==> src/pis_pkg.sv <==
// ----------------------------------------------------------------------------
// Pulse inject sequencer package
// Shared types and constants for the sequencer, its register file and its core.
// ----------------------------------------------------------------------------
package pis_pkg;

  localparam int unsigned TimeW  = 32;
  localparam int unsigned CountW = 32;
  localparam int unsigned MsW    = 16;
  localparam int unsigned IdxW   = 2;

  // Register indexes on the configuration channel.
  localparam logic [IdxW-1:0] REG_ENABLE  = 2'd0;
  localparam logic [IdxW-1:0] REG_HOLDOFF = 2'd1;
  localparam logic [IdxW-1:0] REG_HIGH    = 2'd2;
  localparam logic [IdxW-1:0] REG_LOW     = 2'd3;

  // Register reset values.
  localparam logic [MsW-1:0] HOLDOFF_RST = 16'd120;
  localparam logic [MsW-1:0] HIGH_RST    = 16'd8;
  localparam logic [MsW-1:0] LOW_RST     = 16'd8;

  // Codes reported on the fsm_state output.
  localparam logic [1:0] STATE_IDLE = 2'd0;
  localparam logic [1:0] STATE_HIGH = 2'd1;
  localparam logic [1:0] STATE_LOW  = 2'd2;

  typedef enum logic [2:0] {
    PH_IDLE = 3'b001,
    PH_HIGH = 3'b010,
    PH_LOW  = 3'b100
  } phase_t;

  typedef struct packed {
    logic             enable;
    logic [MsW-1:0]   holdoff_ms;
    logic [MsW-1:0]   high_ms;
    logic [MsW-1:0]   low_ms;
    logic             enable_wr;
  } cfg_t;

  typedef struct packed {
    logic [TimeW-1:0] now_ms;
    logic             watch_level;
    logic             attach_level;
    logic             drive_ok;
    logic             clear_stats;
  } item_t;

  typedef struct packed {
    logic              drive_active;
    logic              drive_level;
    logic [1:0]        fsm_state;
    logic [CountW-1:0] trigger_total;
    logic [CountW-1:0] success_total;
    logic [CountW-1:0] timeout_total;
    logic [CountW-1:0] active_ticks;
  } res_t;

endpackage

==> src/pis_cfg_regs.sv <==
// ----------------------------------------------------------------------------
// Pulse inject sequencer register file
// Holds the four configuration registers and flags writes to the enable.
// ----------------------------------------------------------------------------
module pis_cfg_regs
  import pis_pkg::*;
(
  input  logic                      clk,
  input  logic                      rst,
  input  logic                      wr_en,
  input  logic [IdxW-1:0]           wr_index,
  input  logic [MsW-1:0]            wr_data,
  output cfg_t                      cfg
);

  logic           enable;
  logic [MsW-1:0] holdoff_ms;
  logic [MsW-1:0] high_ms;
  logic [MsW-1:0] low_ms;

  always_ff @(posedge clk) begin
    if (rst) begin
      enable     <= 1'b0;
      holdoff_ms <= HOLDOFF_RST;
      high_ms    <= HIGH_RST;
      low_ms     <= LOW_RST;
    end else if (wr_en) begin
      case (wr_index)
        REG_ENABLE:  enable     <= wr_data[0];
        REG_HOLDOFF: holdoff_ms <= wr_data;
        REG_HIGH:    high_ms    <= wr_data;
        REG_LOW:     low_ms     <= wr_data;
        default:     enable     <= enable;
      endcase
    end
  end

  // The enable write strobe acts in the same cycle as the write itself.
  assign cfg.enable     = enable;
  assign cfg.holdoff_ms = holdoff_ms;
  assign cfg.high_ms    = high_ms;
  assign cfg.low_ms     = low_ms;
  assign cfg.enable_wr  = wr_en && (wr_index == REG_ENABLE);

endmodule

==> src/pis_core.sv <==
// ----------------------------------------------------------------------------
// Pulse inject sequencer core
// Sequencer state, counters and the one-tick update computed on each item.
// ----------------------------------------------------------------------------
module pis_core
  import pis_pkg::*;
(
  input  logic  clk,
  input  logic  rst,
  input  logic  fire,
  input  item_t item,
  input  cfg_t  cfg,
  output res_t  res_next
);

  phase_t            phase, phase_next;
  logic [TimeW-1:0]  deadline, deadline_next;
  logic [TimeW-1:0]  last_trigger, last_trigger_next;
  logic              prev_watch, prev_watch_next;
  logic              prev_attach, prev_attach_next;
  logic              saw_change, saw_change_next;
  logic [CountW-1:0] count_triggers, count_triggers_next;
  logic [CountW-1:0] count_success, count_success_next;
  logic [CountW-1:0] count_timeout, count_timeout_next;
  logic [CountW-1:0] count_active, count_active_next;
  logic [TimeW-1:0]  since_trigger;
  logic [TimeW-1:0]  to_deadline;
  logic              reached;
  logic              holdoff_done;

  assign since_trigger = item.now_ms - last_trigger;
  assign to_deadline   = item.now_ms - deadline;
  assign reached       = !to_deadline[TimeW-1];
  assign holdoff_done  = since_trigger >= {{(TimeW-MsW){1'b0}}, cfg.holdoff_ms};

  always_comb begin
    phase_next          = phase;
    deadline_next       = deadline;
    last_trigger_next   = last_trigger;
    saw_change_next     = saw_change;
    count_triggers_next = count_triggers;
    count_success_next  = count_success;
    count_timeout_next  = count_timeout;
    count_active_next   = count_active;
    prev_watch_next     = item.watch_level;
    prev_attach_next    = item.attach_level;

    if (item.clear_stats) begin
      count_triggers_next = '0;
      count_success_next  = '0;
      count_timeout_next  = '0;
      count_active_next   = '0;
    end

    if (cfg.enable) begin
      count_active_next = count_active_next + 1'b1;
      if ((item.watch_level != prev_watch) || (item.attach_level != prev_attach)) begin
        saw_change_next = 1'b1;
      end
      case (phase)
        PH_IDLE: begin
          if (!item.attach_level && holdoff_done && item.drive_ok) begin
            count_triggers_next = count_triggers_next + 1'b1;
            phase_next          = PH_HIGH;
            deadline_next       = item.now_ms + {{(TimeW-MsW){1'b0}}, cfg.high_ms};
            last_trigger_next   = item.now_ms;
            saw_change_next     = 1'b0;
          end
        end
        PH_HIGH: begin
          if (reached) begin
            if (item.drive_ok) begin
              phase_next    = PH_LOW;
              deadline_next = item.now_ms + {{(TimeW-MsW){1'b0}}, cfg.low_ms};
            end else begin
              phase_next          = PH_IDLE;
              deadline_next       = '0;
              saw_change_next     = 1'b0;
              count_timeout_next  = count_timeout_next + 1'b1;
            end
          end
        end
        PH_LOW: begin
          if (reached) begin
            if (saw_change_next) begin
              count_success_next = count_success_next + 1'b1;
            end else begin
              count_timeout_next = count_timeout_next + 1'b1;
            end
            phase_next      = PH_IDLE;
            deadline_next   = '0;
            saw_change_next = 1'b0;
          end
        end
        default: begin
          phase_next      = PH_IDLE;
          deadline_next   = '0;
          saw_change_next = 1'b0;
        end
      endcase
    end
  end

  always_ff @(posedge clk) begin
    if (rst) begin
      phase          <= PH_IDLE;
      deadline       <= '0;
      last_trigger   <= '0;
      prev_watch     <= 1'b0;
      prev_attach    <= 1'b0;
      saw_change     <= 1'b0;
      count_triggers <= '0;
      count_success  <= '0;
      count_timeout  <= '0;
      count_active   <= '0;
    end else if (cfg.enable_wr) begin
      phase        <= PH_IDLE;
      deadline     <= '0;
      saw_change   <= 1'b0;
      last_trigger <= '0;
    end else if (fire) begin
      phase          <= phase_next;
      deadline       <= deadline_next;
      last_trigger   <= last_trigger_next;
      prev_watch     <= prev_watch_next;
      prev_attach    <= prev_attach_next;
      saw_change     <= saw_change_next;
      count_triggers <= count_triggers_next;
      count_success  <= count_success_next;
      count_timeout  <= count_timeout_next;
      count_active   <= count_active_next;
    end
  end

  always_comb begin
    res_next.drive_active = (phase_next != PH_IDLE);
    res_next.drive_level  = (phase_next == PH_HIGH);
    case (phase_next)
      PH_HIGH: res_next.fsm_state = STATE_HIGH;
      PH_LOW:  res_next.fsm_state = STATE_LOW;
      default: res_next.fsm_state = STATE_IDLE;
    endcase
    res_next.trigger_total = count_triggers_next;
    res_next.success_total = count_success_next;
    res_next.timeout_total = count_timeout_next;
    res_next.active_ticks  = count_active_next;
  end

  // An enable write always leaves the sequencer idle with its deadline cleared and no change seen.
  a_enable_wr_idle: assert property (@(posedge clk) disable iff (rst)
    cfg.enable_wr |=> (phase == PH_IDLE) && (deadline == '0) && !saw_change)
    else $error("sequencer not idle after enable write");

  // With no item and no enable write, nothing in the sequencer moves.
  a_hold_without_item: assert property (@(posedge clk) disable iff (rst)
    (!fire && !cfg.enable_wr) |=> $stable(phase) && $stable(count_active)
                                  && $stable(count_triggers))
    else $error("sequencer state changed without an item");

  // A disabled tick never moves the phase.
  a_disabled_phase: assert property (@(posedge clk) disable iff (rst)
    (fire && !cfg.enable && !cfg.enable_wr) |=> $stable(phase))
    else $error("phase changed on a disabled tick");

  // Each enabled tick without a clear adds exactly one to the active count.
  a_active_count: assert property (@(posedge clk) disable iff (rst)
    (fire && cfg.enable && !cfg.enable_wr && !item.clear_stats)
      |=> count_active == $past(count_active) + 1'b1)
    else $error("active tick count did not advance by one");

endmodule

==> src/pulse_inject_sequencer.sv <==
// ----------------------------------------------------------------------------
// Pulse inject sequencer
// Timed pulse injector driven by millisecond ticks, with trigger statistics.
// ----------------------------------------------------------------------------
// An item is registered in the input register on acceptance; once it fires, its
// result is loaded into the output register and out_valid rises with it.
// Throughput: one item per cycle while out_ready holds; the state update is a
// single pass of compares and 32-bit increments between input and result registers.
// Reset: synchronous, active high; the sequencer is idle, counters are zero and
// the registers hold enable 0, holdoff 120 ms, high 8 ms and low 8 ms.
module pulse_inject_sequencer
  import pis_pkg::*;
(
  input  logic              clk,
  input  logic              rst,
  // Tick items.
  input  logic              in_valid,
  output logic              in_ready,
  input  logic [TimeW-1:0]  now_ms,
  input  logic              watch_level,
  input  logic              attach_level,
  input  logic              drive_ok,
  input  logic              clear_stats,
  // Result items.
  output logic              out_valid,
  input  logic              out_ready,
  output logic              drive_active,
  output logic              drive_level,
  output logic [1:0]        fsm_state,
  output logic [CountW-1:0] trigger_total,
  output logic [CountW-1:0] success_total,
  output logic [CountW-1:0] timeout_total,
  output logic [CountW-1:0] active_ticks,
  // Configuration writes.
  input  logic              cfg_valid,
  output logic              cfg_ready,
  input  logic [IdxW-1:0]   cfg_index,
  input  logic [MsW-1:0]    cfg_data
);

  cfg_t  cfg;
  item_t item;
  logic  item_valid;
  res_t  res_next;
  res_t  res;
  logic  fire;

  // Register writes are always taken; the user must write only while the block is idle, as it does not check.
  assign cfg_ready = 1'b1;

  pis_cfg_regs u_cfg_regs (
    .clk      (clk),
    .rst      (rst),
    .wr_en    (cfg_valid && cfg_ready),
    .wr_index (cfg_index),
    .wr_data  (cfg_data),
    .cfg      (cfg)
  );

  // The held item is processed when the result register is empty or is being
  // drained in this same cycle. The input register then frees up, so a new
  // item can be taken in every cycle while results keep flowing.
  assign fire     = item_valid && (!out_valid || out_ready);
  assign in_ready = !item_valid || fire;

  always_ff @(posedge clk) begin
    if (rst) begin
      item_valid <= 1'b0;
    end else if (in_ready) begin
      item_valid <= in_valid;
    end
  end

  always_ff @(posedge clk) begin
    if (in_valid && in_ready) begin
      item.now_ms       <= now_ms;
      item.watch_level  <= watch_level;
      item.attach_level <= attach_level;
      item.drive_ok     <= drive_ok;
      item.clear_stats  <= clear_stats;
    end
  end

  // The core updates its state on fire and presents the post-update view,
  // which is what the result item reports.
  pis_core u_core (
    .clk      (clk),
    .rst      (rst),
    .fire     (fire),
    .item     (item),
    .cfg      (cfg),
    .res_next (res_next)
  );

  always_ff @(posedge clk) begin
    if (rst) begin
      out_valid <= 1'b0;
    end else if (fire) begin
      out_valid <= 1'b1;
    end else if (out_ready) begin
      out_valid <= 1'b0;
    end
  end

  always_ff @(posedge clk) begin
    if (fire) begin
      res <= res_next;
    end
  end

  assign drive_active  = res.drive_active;
  assign drive_level   = res.drive_level;
  assign fsm_state     = res.fsm_state;
  assign trigger_total = res.trigger_total;
  assign success_total = res.success_total;
  assign timeout_total = res.timeout_total;
  assign active_ticks  = res.active_ticks;

endmodule
==> config.mk <==
export PLATFORM = sky130hd
export DESIGN_NAME = pulse_inject_sequencer
export DESIGN_NICKNAME = d
export VERILOG_FILES = /design/src/pis_pkg.sv /design/src/pis_cfg_regs.sv /design/src/pis_core.sv /design/src/pulse_inject_sequencer.sv
export SDC_FILE = /design/constraint.sdc
export NUM_CORES = 1
export LEC_CHECK = 0
export BUFFER_PORTS_ARGS = -buffer_cell sky130_fd_sc_hd__buf_2
export CAP_MARGIN = 40
export CORE_ASPECT_RATIO = 0.75
export CORE_MARGIN = 5
export CORE_UTILIZATION = 30
export CTS_BUF_LIST = sky130_fd_sc_hd__clkbuf_8
export CTS_CLUSTER_DIAMETER = 30
export CTS_CLUSTER_SIZE = 24
export DETAILED_ROUTE_END_ITERATION = 10
export PLACE_DENSITY_LB_ADDON = 0.2
export SLEW_MARGIN = 20
export SYNTH_ARGS = -nofsm -noshare
export SYNTH_HDL_FRONTEND = slang
export SYNTH_SLANG_ARGS = --single-unit
==> constraint.sdc <==
create_clock -name clk -period 5.7 [get_ports clk]
set_clock_uncertainty 0.2 [all_clocks]
set_input_delay 0.57 -clock clk [delete_from_list [all_inputs] [get_ports clk]]
set_output_delay 0.57 -clock clk [all_outputs]
set_load 0.01 [all_outputs]
## Word-level counts from Yosys, hierarchy flattened

Index checks and enable logic that the tools add are counted.

- Register bits after elaboration: 417
- Input bits: 59
- Logic and storage cells: 113

- Add/subtract/negate cells: 8
- $lt $le $gt $ge: 1
- Equal/unequal tests: 14
- Muxes and demuxes: 39
- Bitwise gates (word level): 1
- Reductions and logical operators: 22

Operators with widths:

| kind | count |
|---|---|
| 2-to-1 mux 32 bit | 21 |
| adder 32 x 1 -> 32 bit, second input constant | 4 |
| one-hot mux 32 bit (3 select lines) | 1 |
| adder 32 x 16 -> 32 bit | 2 |
| one-hot mux 32 bit (2 select lines) | 1 |
| subtractor 32 bit | 2 |
| >= comparator 32 x 16 -> 1 bit | 1 |
| 2-to-1 mux 3 bit | 5 |
| AND reduction 2 bit | 6 |
| one-hot mux 3 bit (3 select lines) | 1 |
| 2-to-1 mux 1 bit | 8 |
| == test 3 x 2 -> 1 bit, second input constant | 2 |
| == test 3 bit, second input constant | 2 |
| logical AND 1 bit | 5 |
| AND reduction 5 bit | 1 |
| == test 2 bit, second input constant | 2 |
| != test 2 bit, second input constant | 2 |
| one-hot mux 2 bit (2 select lines) | 1 |
| AND reduction 4 bit | 1 |
| == test 3 x 1 -> 1 bit, second input constant | 1 |
| logical NOT 1 bit | 3 |
| logical OR 1 bit | 3 |
| != test 3 x 1 -> 1 bit, second input constant | 1 |
| one-hot mux 1 bit (3 select lines) | 1 |
| other kinds (7) | 8 |

## Logic depth before layout (Yosys ltp)

Gate-level depths: netlist of the first run.

- Depth in word-level cells: 9
- Depth in mapped cells: 26
- Depth with buffers taken out: 22

## Cells and area by module

Synthesis of the first run repeated with hierarchy kept, for this count alone.

- Cell total of the unflattened synthesis: 2,650
- Area total of the unflattened synthesis: 23,676.5 µm²

Modules (own cells, without submodules):

| module | times used | cells an instance | area each (µm²) | sequential area each (µm²) |
|---|---|---|---|---|
| pis_core | 1 | 2,286 | 16,515.8 | 3,963.8 |
| pulse_inject_sequencer | 1 | 180 | 5,159.9 | 5,084.9 |
| pis_cfg_regs | 1 | 184 | 2,000.7 | 980.9 |

## Least setup slack after synthesis of the first run

Ideal clock, no wire load.

- Path kind: input to register
- From: input port out_ready
- To: register res (netlist bit active_ticks[0]) (enable)
- Arrival: 4.824 ns
- Data required time: 4.954 ns
- Path slack: 0.130 ns
- Cell stages on the path: 5
- Path through: nor2b_1 > nand2b_1 > clkbuf_1 > clkinv_1 > clkbuf_1

- Word-level cells in the longest chain between the ends: 2

RTL lines:

| element | line | source |
|---|---|---|
| from (decl) | pulse_inject_sequencer.sv:26 | `input logic out_ready,` |
| logical OR 1 bit | pulse_inject_sequencer.sv:63 | `assign fire = item_valid && (!out_valid \|\| out_ready);` |
| logical AND 1 bit | pulse_inject_sequencer.sv:63 |  |
| named net fire | pulse_inject_sequencer.sv:46 | `logic fire;` |
| to (signal assigned) | pulse_inject_sequencer.sv:107 | `res <= res_next;` |
| to (decl) | pulse_inject_sequencer.sv:45 | `res_t res;` |

The timed path passes the listed nets, and every way through them passes these cells.
A chain may end at the register's enable or synchronous reset.

==> results of run 1 <==
## Yosys cell counts (all sizes together) (9+ instances only)
master  instances
nand2         366
nor2          255
dfxtp         249
a21oi         246
edfxtp        167
clkbuf        132
o21ai         128
inv           122
ha            113
nand3          98
xnor2          97
a211oi         81
nor3           77
nand4          75
xor2           52
nor2b          49
o31ai          46
buf            40
a21o           38
or3            38
and3           35
a31oi          34
a22oi          33
o211ai         24
nand2b         22
nor4           22
and2           18
or4            17
o21a           16
mux2i          15
o311ai         11
a221oi         10
and4           10
nor3b          10
o21bai          9
## power groups by stage
stage	Sequential (mW)	Clock [mW]	Combinational (mW)
after floorplan	3.32	0	0.499
after global placement	3.31	0	0.828
after detailed placement	3.31	0	0.834
after CTS	3.25	4.68	0.867
after global routing	3.26	4.84	0.967
final	3.25	4.56	0.876
## layout by cell type, fill, tap and decap left out, types with 31 or more instances in the layout
cell type,instances
nand2_1,366
nor2_1,251
dfxtp_1,249
a21oi_1,245
buf_2,192
edfxtp_1,167
inv_1,130
o21ai_0,123
ha_1,112
clkbuf_8,111
nand3_1,97
xnor2_1,97
buf_4,80
nor3_1,76
nand4_1,75
dlygate4sd3_1,56
xor2_1,52
a211oi_1,50
nor2b_1,49
o31ai_1,46
a21o_1,38
or3_1,38
and3_1,35
a31oi_1,34
a22oi_1,33
a211oi_2,31
## critical path: stages (launching register included)
cell       delay (ns)
edfxtp_1         0.42
ha_1             0.30
nor2b_1          0.14
o31a_1           0.27
a211o_1          0.33
o21a_1           0.22
buf_4            0.16
inv_1            0.09
o21a_1           0.14
xnor2_1          0.12
ha_1             0.25
o21ai_0          0.08
a21oi_1          0.08
nand2_1          0.12
nand3_1          0.09
a2111oi_2        0.21
nand4b_1         0.13
or4_1            0.41
or4_4            0.46
or2_4            0.28
buf_12           0.19
nand3_1          0.14
mux2_2           0.34
## timing repair
item	in CTS	in global routing
buffers inserted	0	1
gates resized for setup	0	12
endpoints found under the hold margin	88	0
endpoints found under the setup margin	0	129
hold buffers	56	0
## stage by stage
stage,area [um2],worst slack [ns]
2_1_floorplan,24400,0.1296
3_3_place_gp,26750,0.06935
3_5_place_dp,26850,0.09476
4_1_cts,30030,0.03344
5_1_grt,30090,0.01572
6_report,30090,0.2505
## final timing paths
kind / end / from / slack, ns / cells after the start
worst min-delay path: u_cfg_regs.enable / cfg_index[1] / 0.23 / 5
worst max-delay path: trigger_total[13] / item[5] / 0.25 / 22
worst max register to register: trigger_total[13] / item[5] / 0.25 / 22
worst min register to register: u_cfg_regs.holdoff_ms[7] / u_cfg_regs.holdoff_ms[7] / 0.26 / 2
## per-layer routing
layer	global-route usage (%)	wire [um]	vias up
met5	0	0	-
met4	4.687	1838	0
met3	3.872	4994	122
met2	24.97	31930	615
met1	28.05	42420	10510
li1	-	-	10990
## cell families after synthesis
family          after synthesis  synth area share, %
simple gates               1120                21.88
mux                          20               0.8461
fa+ha+maj                   116                6.041
compound gates              743                20.07
flops                       416                40.98
other cells                   1              0.01537
buf+inv                     296                4.815
xor+xnor                    149                5.349
## cell type report
| cell class | instances | area (um2) |
|---|---|---|
| clock buffers | 111 | 1528 |
| repair buffers | 340 | 2360 |
| flip-flops and latches | 416 | 10000 |
| well taps | 1058 | 1324 |
| multi-input cells | 2149 | 13310 |
| diodes | 3 | 7.507 |
| fillers | 8233 | 50420 |
| clock inverters | 85 | 1094 |
| inverters | 124 | 470.5 |
==> metrics.txt, run 1 <==
status=finished, final reports clean; Synth area leader=edfxtp_1; Area Growth Syn to Fin=23.33%; share of the synthesized area in the top cell type=roughly a fifth; Vias=approximately 22k; port buffer count=roughly 190; net count reported at finish=about 3.3k; die area=87190 um2; DRT Pass-1 Iters=5; Flop pwr share=a little under two fifths; Core Footprint=80510 um2; GRT Total Usage=a little under a fifth; initial antenna violation count=2; drt first-iter violations=roughly 1.6k; Syn Nets=between 3k and 4k; IO Pins=around 190; vias in the first global route=around 21k; crit path max fanout=27; Total Wirelength=a little over 80000 um; final std cells w/o fill=roughly 4.3k; synthesis-stage register bit count=roughly 420; layout cells sized above 1=~17%; first-pass GRT wire length=126300 um; IR drop worst, VDD=between 0.15 and 0.2 mV; number of synthesis warnings=0; Comb power frac=between 10% and 20%; Internal=between 6 and 7 mW; Root Buffer=clkbuf_8; asr flop ratio synth=0%; Mapped Cells=2861; H-tree depth=3; Worst setup SP type=flop; Most used DFF post-synth=dfxtp_1; TritonCTS Buffers=103; min Tclk post-route=5.450 ns; Residual DRC=0; clk slew on worst S/H paths=about 0.06 ns; Overflow after GRT=0; CTS tree=yes; Clock Sink Count=~420; synthesized area=approximately 24000 um2; Layout Utilization=between 30% and 40%; CP endpoint kind=flop; Post-synth EDFFs=approximately 170; worst path required time=~6.0 ns; Final Hold Vio Count=0; die height=approximately 260 um; DR vias/cell=slightly above 5; syn_area_per_cell=between 8 and 9 um2; Seq/Total Area, Yosys=between 40% and 50%; setup TNS=0 ns; Max-Cap Viols=0; latest clock arrival within the worst-skew pair=about 0.74 ns; relative slew slack=between 40 and 50%; placed insts=between 4k and 5k; RSZ-0062 raised after global routing=no; Hold Worst Slack=about 0.23 ns; switching part of the total=27.39%; Post-DP HPWL=~57000 um; Slew @ Worst Pin=0.8407 ns; total leakage power=roughly 11 nW; pwr/cell area=~290 nW/um2; final setup vio count=0; Critical Path AT=around 5.7 ns; maximum number of pins on one net before global-route repair=64; Largest register FFs=36; FMAX=around 180 MHz; Clk pwr share=between 50 and 60%; Die X=339.3 um; Top reg by flops=item; Starting Density=between 30% and 40%; Routed WL per cell=between 15 and 20 um; # rows=90; Max Slew Vio Count=0; Area contributors post-synth=edfxtp_1, dfxtp_1, ha_1; remaining antenna violation count=0; CTS Buffer Depth=3; gpl congestion=between 0.8 and 0.9; Total Power=~8.7 mW; Synth cell types=84; Hold WC Path Type=in -> reg; Tcrit/Tclk final=95.61%; critical path class=reg -> reg; P_sw=about 2.4 mW
Note: power is estimated with default switching activity, not from simulation.
==> run 2, diff against run 1 <==
--- a/config.mk
+++ b/config.mk
@@ -5,6 +5,7 @@
 export SDC_FILE = /design/constraint.sdc
 export NUM_CORES = 1
 export LEC_CHECK = 0
+export ABC_AREA = 1
 export BUFFER_PORTS_ARGS = -buffer_cell sky130_fd_sc_hd__buf_2
 export CAP_MARGIN = 40
 export CORE_ASPECT_RATIO = 0.75
==> constraint.sdc (replaced) <==
create_clock -name clk -period 4.8 [get_ports clk]
set_clock_uncertainty 0.2 [all_clocks]
set_input_delay 0.48 -clock clk [delete_from_list [all_inputs] [get_ports clk]]
set_output_delay 0.48 -clock clk [all_outputs]
set_load 0.01 [all_outputs]
==> metrics.txt, run 2 <==
Mapped Cells=3930 (+37%); compound-gate portion of the synthesized area=12.01% (-8.1 points); footprint of the multi-input gates=13810 um2 (+3.7%); Layout Utilization=35.90% (-1.5 points); FMAX=234.5 MHz (+28%); Critical Path AT=4.68 ns (-1.02 ns); Most used DFF post-synth=dfxtp_1; pwr/cell area=314.6 nW/um2 (+9.0%); commonest non-fill, non-tap cells in the layout=nand2_1, inv_1, nor2_1, a21oi_1, o21ai_0; IR drop worst, VDD=0.1828 mV (+9.8%); Seq/Total Area, Yosys=37.21% (-3.8 points); cells on worst reg2reg path=24 (+9.1%); asr flop ratio synth=0% (unchanged); Area contributors post-synth=edfxtp_1, dfxtp_1, nand2_1; commonest non-fill, non-tap cell in the layout=nand2_1; die area=95720 um2 (+9.8%); layout cells sized above 1=12.34% (-4.5 points); mux contribution to synthesized area=0% (-0.85 points); # rows=95 (+5.6%); Post-synth EDFFs=167 (unchanged); Syn Nets=4105 (+35%); Root Buffer=clkbuf_8; status=finished, final reports clean; synthesis-stage register bit count=416 (unchanged); Max Slew Vio Count=0 (unchanged); Cells on Worst Hold Path=5 (unchanged); flop2flop setup slack=0.54 ns (+0.29 ns); Clock Sink Count=416 (unchanged); RSZ-0062 raised after global routing=no; Die X=355.6 um (+4.8%); IO Pins=194 (unchanged); Starting Density=30.10% (-0.20 points); GRT Total Usage=18.16% (+0.11 points); min Tclk post-route=4.264 ns (-1.185 ns); Core Footprint=89270 um2 (+11%); DRT Pass-1 Iters=5 (unchanged); share of the synthesized area in the top cell type=18.66% (-1.9 points); number of synthesis warnings=0 (unchanged); Largest register FFs=36 (unchanged); simple-gate area share of the yosys netlist=29.92% (+8.0 points); final setup vio count=0 (unchanged); die height=269.2 um (+4.8%); Synth cell types=58 (-31%); latest clock arrival within the worst-skew pair=0.72 ns (-0.02 ns); Area Growth Syn to Fin=19.24%; port buffer count=192 (unchanged); Hold WC Path Type=in -> reg; worst path required time=5.22 ns (-0.73 ns); initial antenna violation count=5 (+3); Residual DRC=0 (unchanged); remaining antenna violation count=0 (unchanged); first-pass GRT wire length=138800 um (+9.9%); Synth area leader=edfxtp_1; gpl congestion=0.9113 (+2.3%); cell with the most instances after synthesis=nand2_1; Post-synth top cells=nand2_1, inv_1, nor2_1; maximum number of pins on one net before global-route repair=71 (+11%); Final Hold Vio Count=0 (unchanged); Worst setup SP type=flop; Routed WL per cell=16.27 um (-14%); Post-Synth XOR/XNOR Area=3.813% (-1.5 points); TritonCTS Buffers=103 (unchanged); synthesized area=26870 um2 (+10%); DR vias/cell=4.671 (-10%); net count reported at finish=4365 (+32%); setup TNS=0 ns (unchanged); Hold Worst Slack=0.1124 ns (-0.1165 ns); Top reg by flops=item; CTS tree=yes; Tcrit/Tclk final=88.84% (-6.8 points); Filler cells=9624 (+17%); vias in the first global route=23.85k (+13%); Slew @ Worst Pin=0.8104 ns (-0.03027 ns); drt first-iter violations=1620 (+0.25%); total leakage power=14.57 nW (+33%); crit path max fanout=32 (+19%); syn_area_per_cell=6.838 um2 (-20%); largest family of logic cells by synthesized area=simple AND/OR/NAND/NOR gates; CTS Buffer Depth=3 (unchanged); Overflow after GRT=0 (unchanged); Total Wirelength=89410 um (+10%); register area=10000 um2 (about the same); Post-DP HPWL=64080 um (+12%); H-tree depth=3 (unchanged); Vias=25.67k (+15%); relative slew slack=45.56% (+1.8 points); critical path class=reg -> reg; post-CTS sizing=0 (unchanged); adder-cell area share of the yosys netlist=5.485% (-0.56 points); CP endpoint kind=flop; Max-Cap Viols=0 (unchanged); clk slew on worst S/H paths=0.05 ns (about the same)
-- run 2: changes by cell type in the layout (fill, tap and decap cells not counted), moves of 45 or more --
cell      change
a211oi_1     -45
nand2_1     +616
inv_1       +511
xnor2_1      -74
nand3_1     +119
o21ai_0     +132
nor2_1      +152
nor2b_1      -49
-- run 2: stage by stage --
stage          cell area (um2)  worst slack [ns]  power (mW)  instances
2_1_floorplan            26870            0.2602       4.975       3930
4_1_cts                  32010            0.5064       10.24       5490
3_3_place_gp             29180            0.6053       5.441       5238
5_1_grt                  32040            0.1675       10.63       5494
3_5_place_dp             29200            0.5566       5.446       5239
6_report                 32040            0.5356       10.08       5495
-- run 2: final cells by class --
type	count	share of cell area (%)
Antenna cell	3	0.02343
Clock buffer	110	4.725
Clock inverter	85	2.296
Inverter	651	7.657
Multi-Input combinational cell	2717	43.08
Sequential cell	416	31.21
Tap cell	1212	4.733
Timing Repair Buffer	301	6.271
-- run 2: routing by layer --
metal / part of all wire (%) / vias up / GRT usage [%]
met3: 6.3 / 123 / 3.243
met4: 2.0 / 2 / 4.326
met1: 51 / 11650 / 27.80
met5: 0.015 / - / 0
li1: - / 13220 / -
met2: 40 / 666 / 26.27
-- run 2: logic make-up (layout without fill, tap and decap cells) --
family,Yosys count,after routing
and+or+nand+nor,1874,1874
DFF,416,416
adders and majority gates,116,116
AOI/OAI and AO/OA,609,609
xor gates and xnor gates,117,117
buffers and inverters,797,1147
other,1,4
-- run 2: critical path, stage by stage (launching register included) --
cell	delay [ns]
edfxtp_1	0.42
inv_1	0.11
ha_1	0.25
fa_1	0.41
inv_1	0.12
nand2_1	0.06
nand2_1	0.08
nand3_1	0.10
nand2_2	0.17
nand2_1	0.09
nand2_2	0.12
xor2_1	0.08
ha_1	0.19
a21oi_1	0.13
nor3_1	0.06
a211oi_1	0.18
nand3_1	0.15
nor2_1	0.18
nand3_1	0.10
nor2_1	0.22
nor2_4	0.06
nand3_2	0.07
buf_4	0.36
nand2_1	0.10
a21oi_1	0.15
-- run 2: final timing paths --
kind,from,end
setup reg to reg,item[4],u_core.last_trigger[30]
hold / removal,cfg_valid,u_cfg_regs.holdoff_ms[0]
hold reg to reg,u_cfg_regs.holdoff_ms[10],u_cfg_regs.holdoff_ms[10]
setup / recovery,item[4],u_core.last_trigger[30]
-- run 2: power by group --
group          internal (mW)  switching, mW
Sequential              3.87          0.111
Combinational          0.470          0.966
Clock                   2.75           1.91
Total                   7.09           2.99
-- run 2: what timing repair did --
item                      in CTS  in global routing
buffers inserted               0                  0
hold buffers                  56                  0
hold endpoints to repair      87                  0
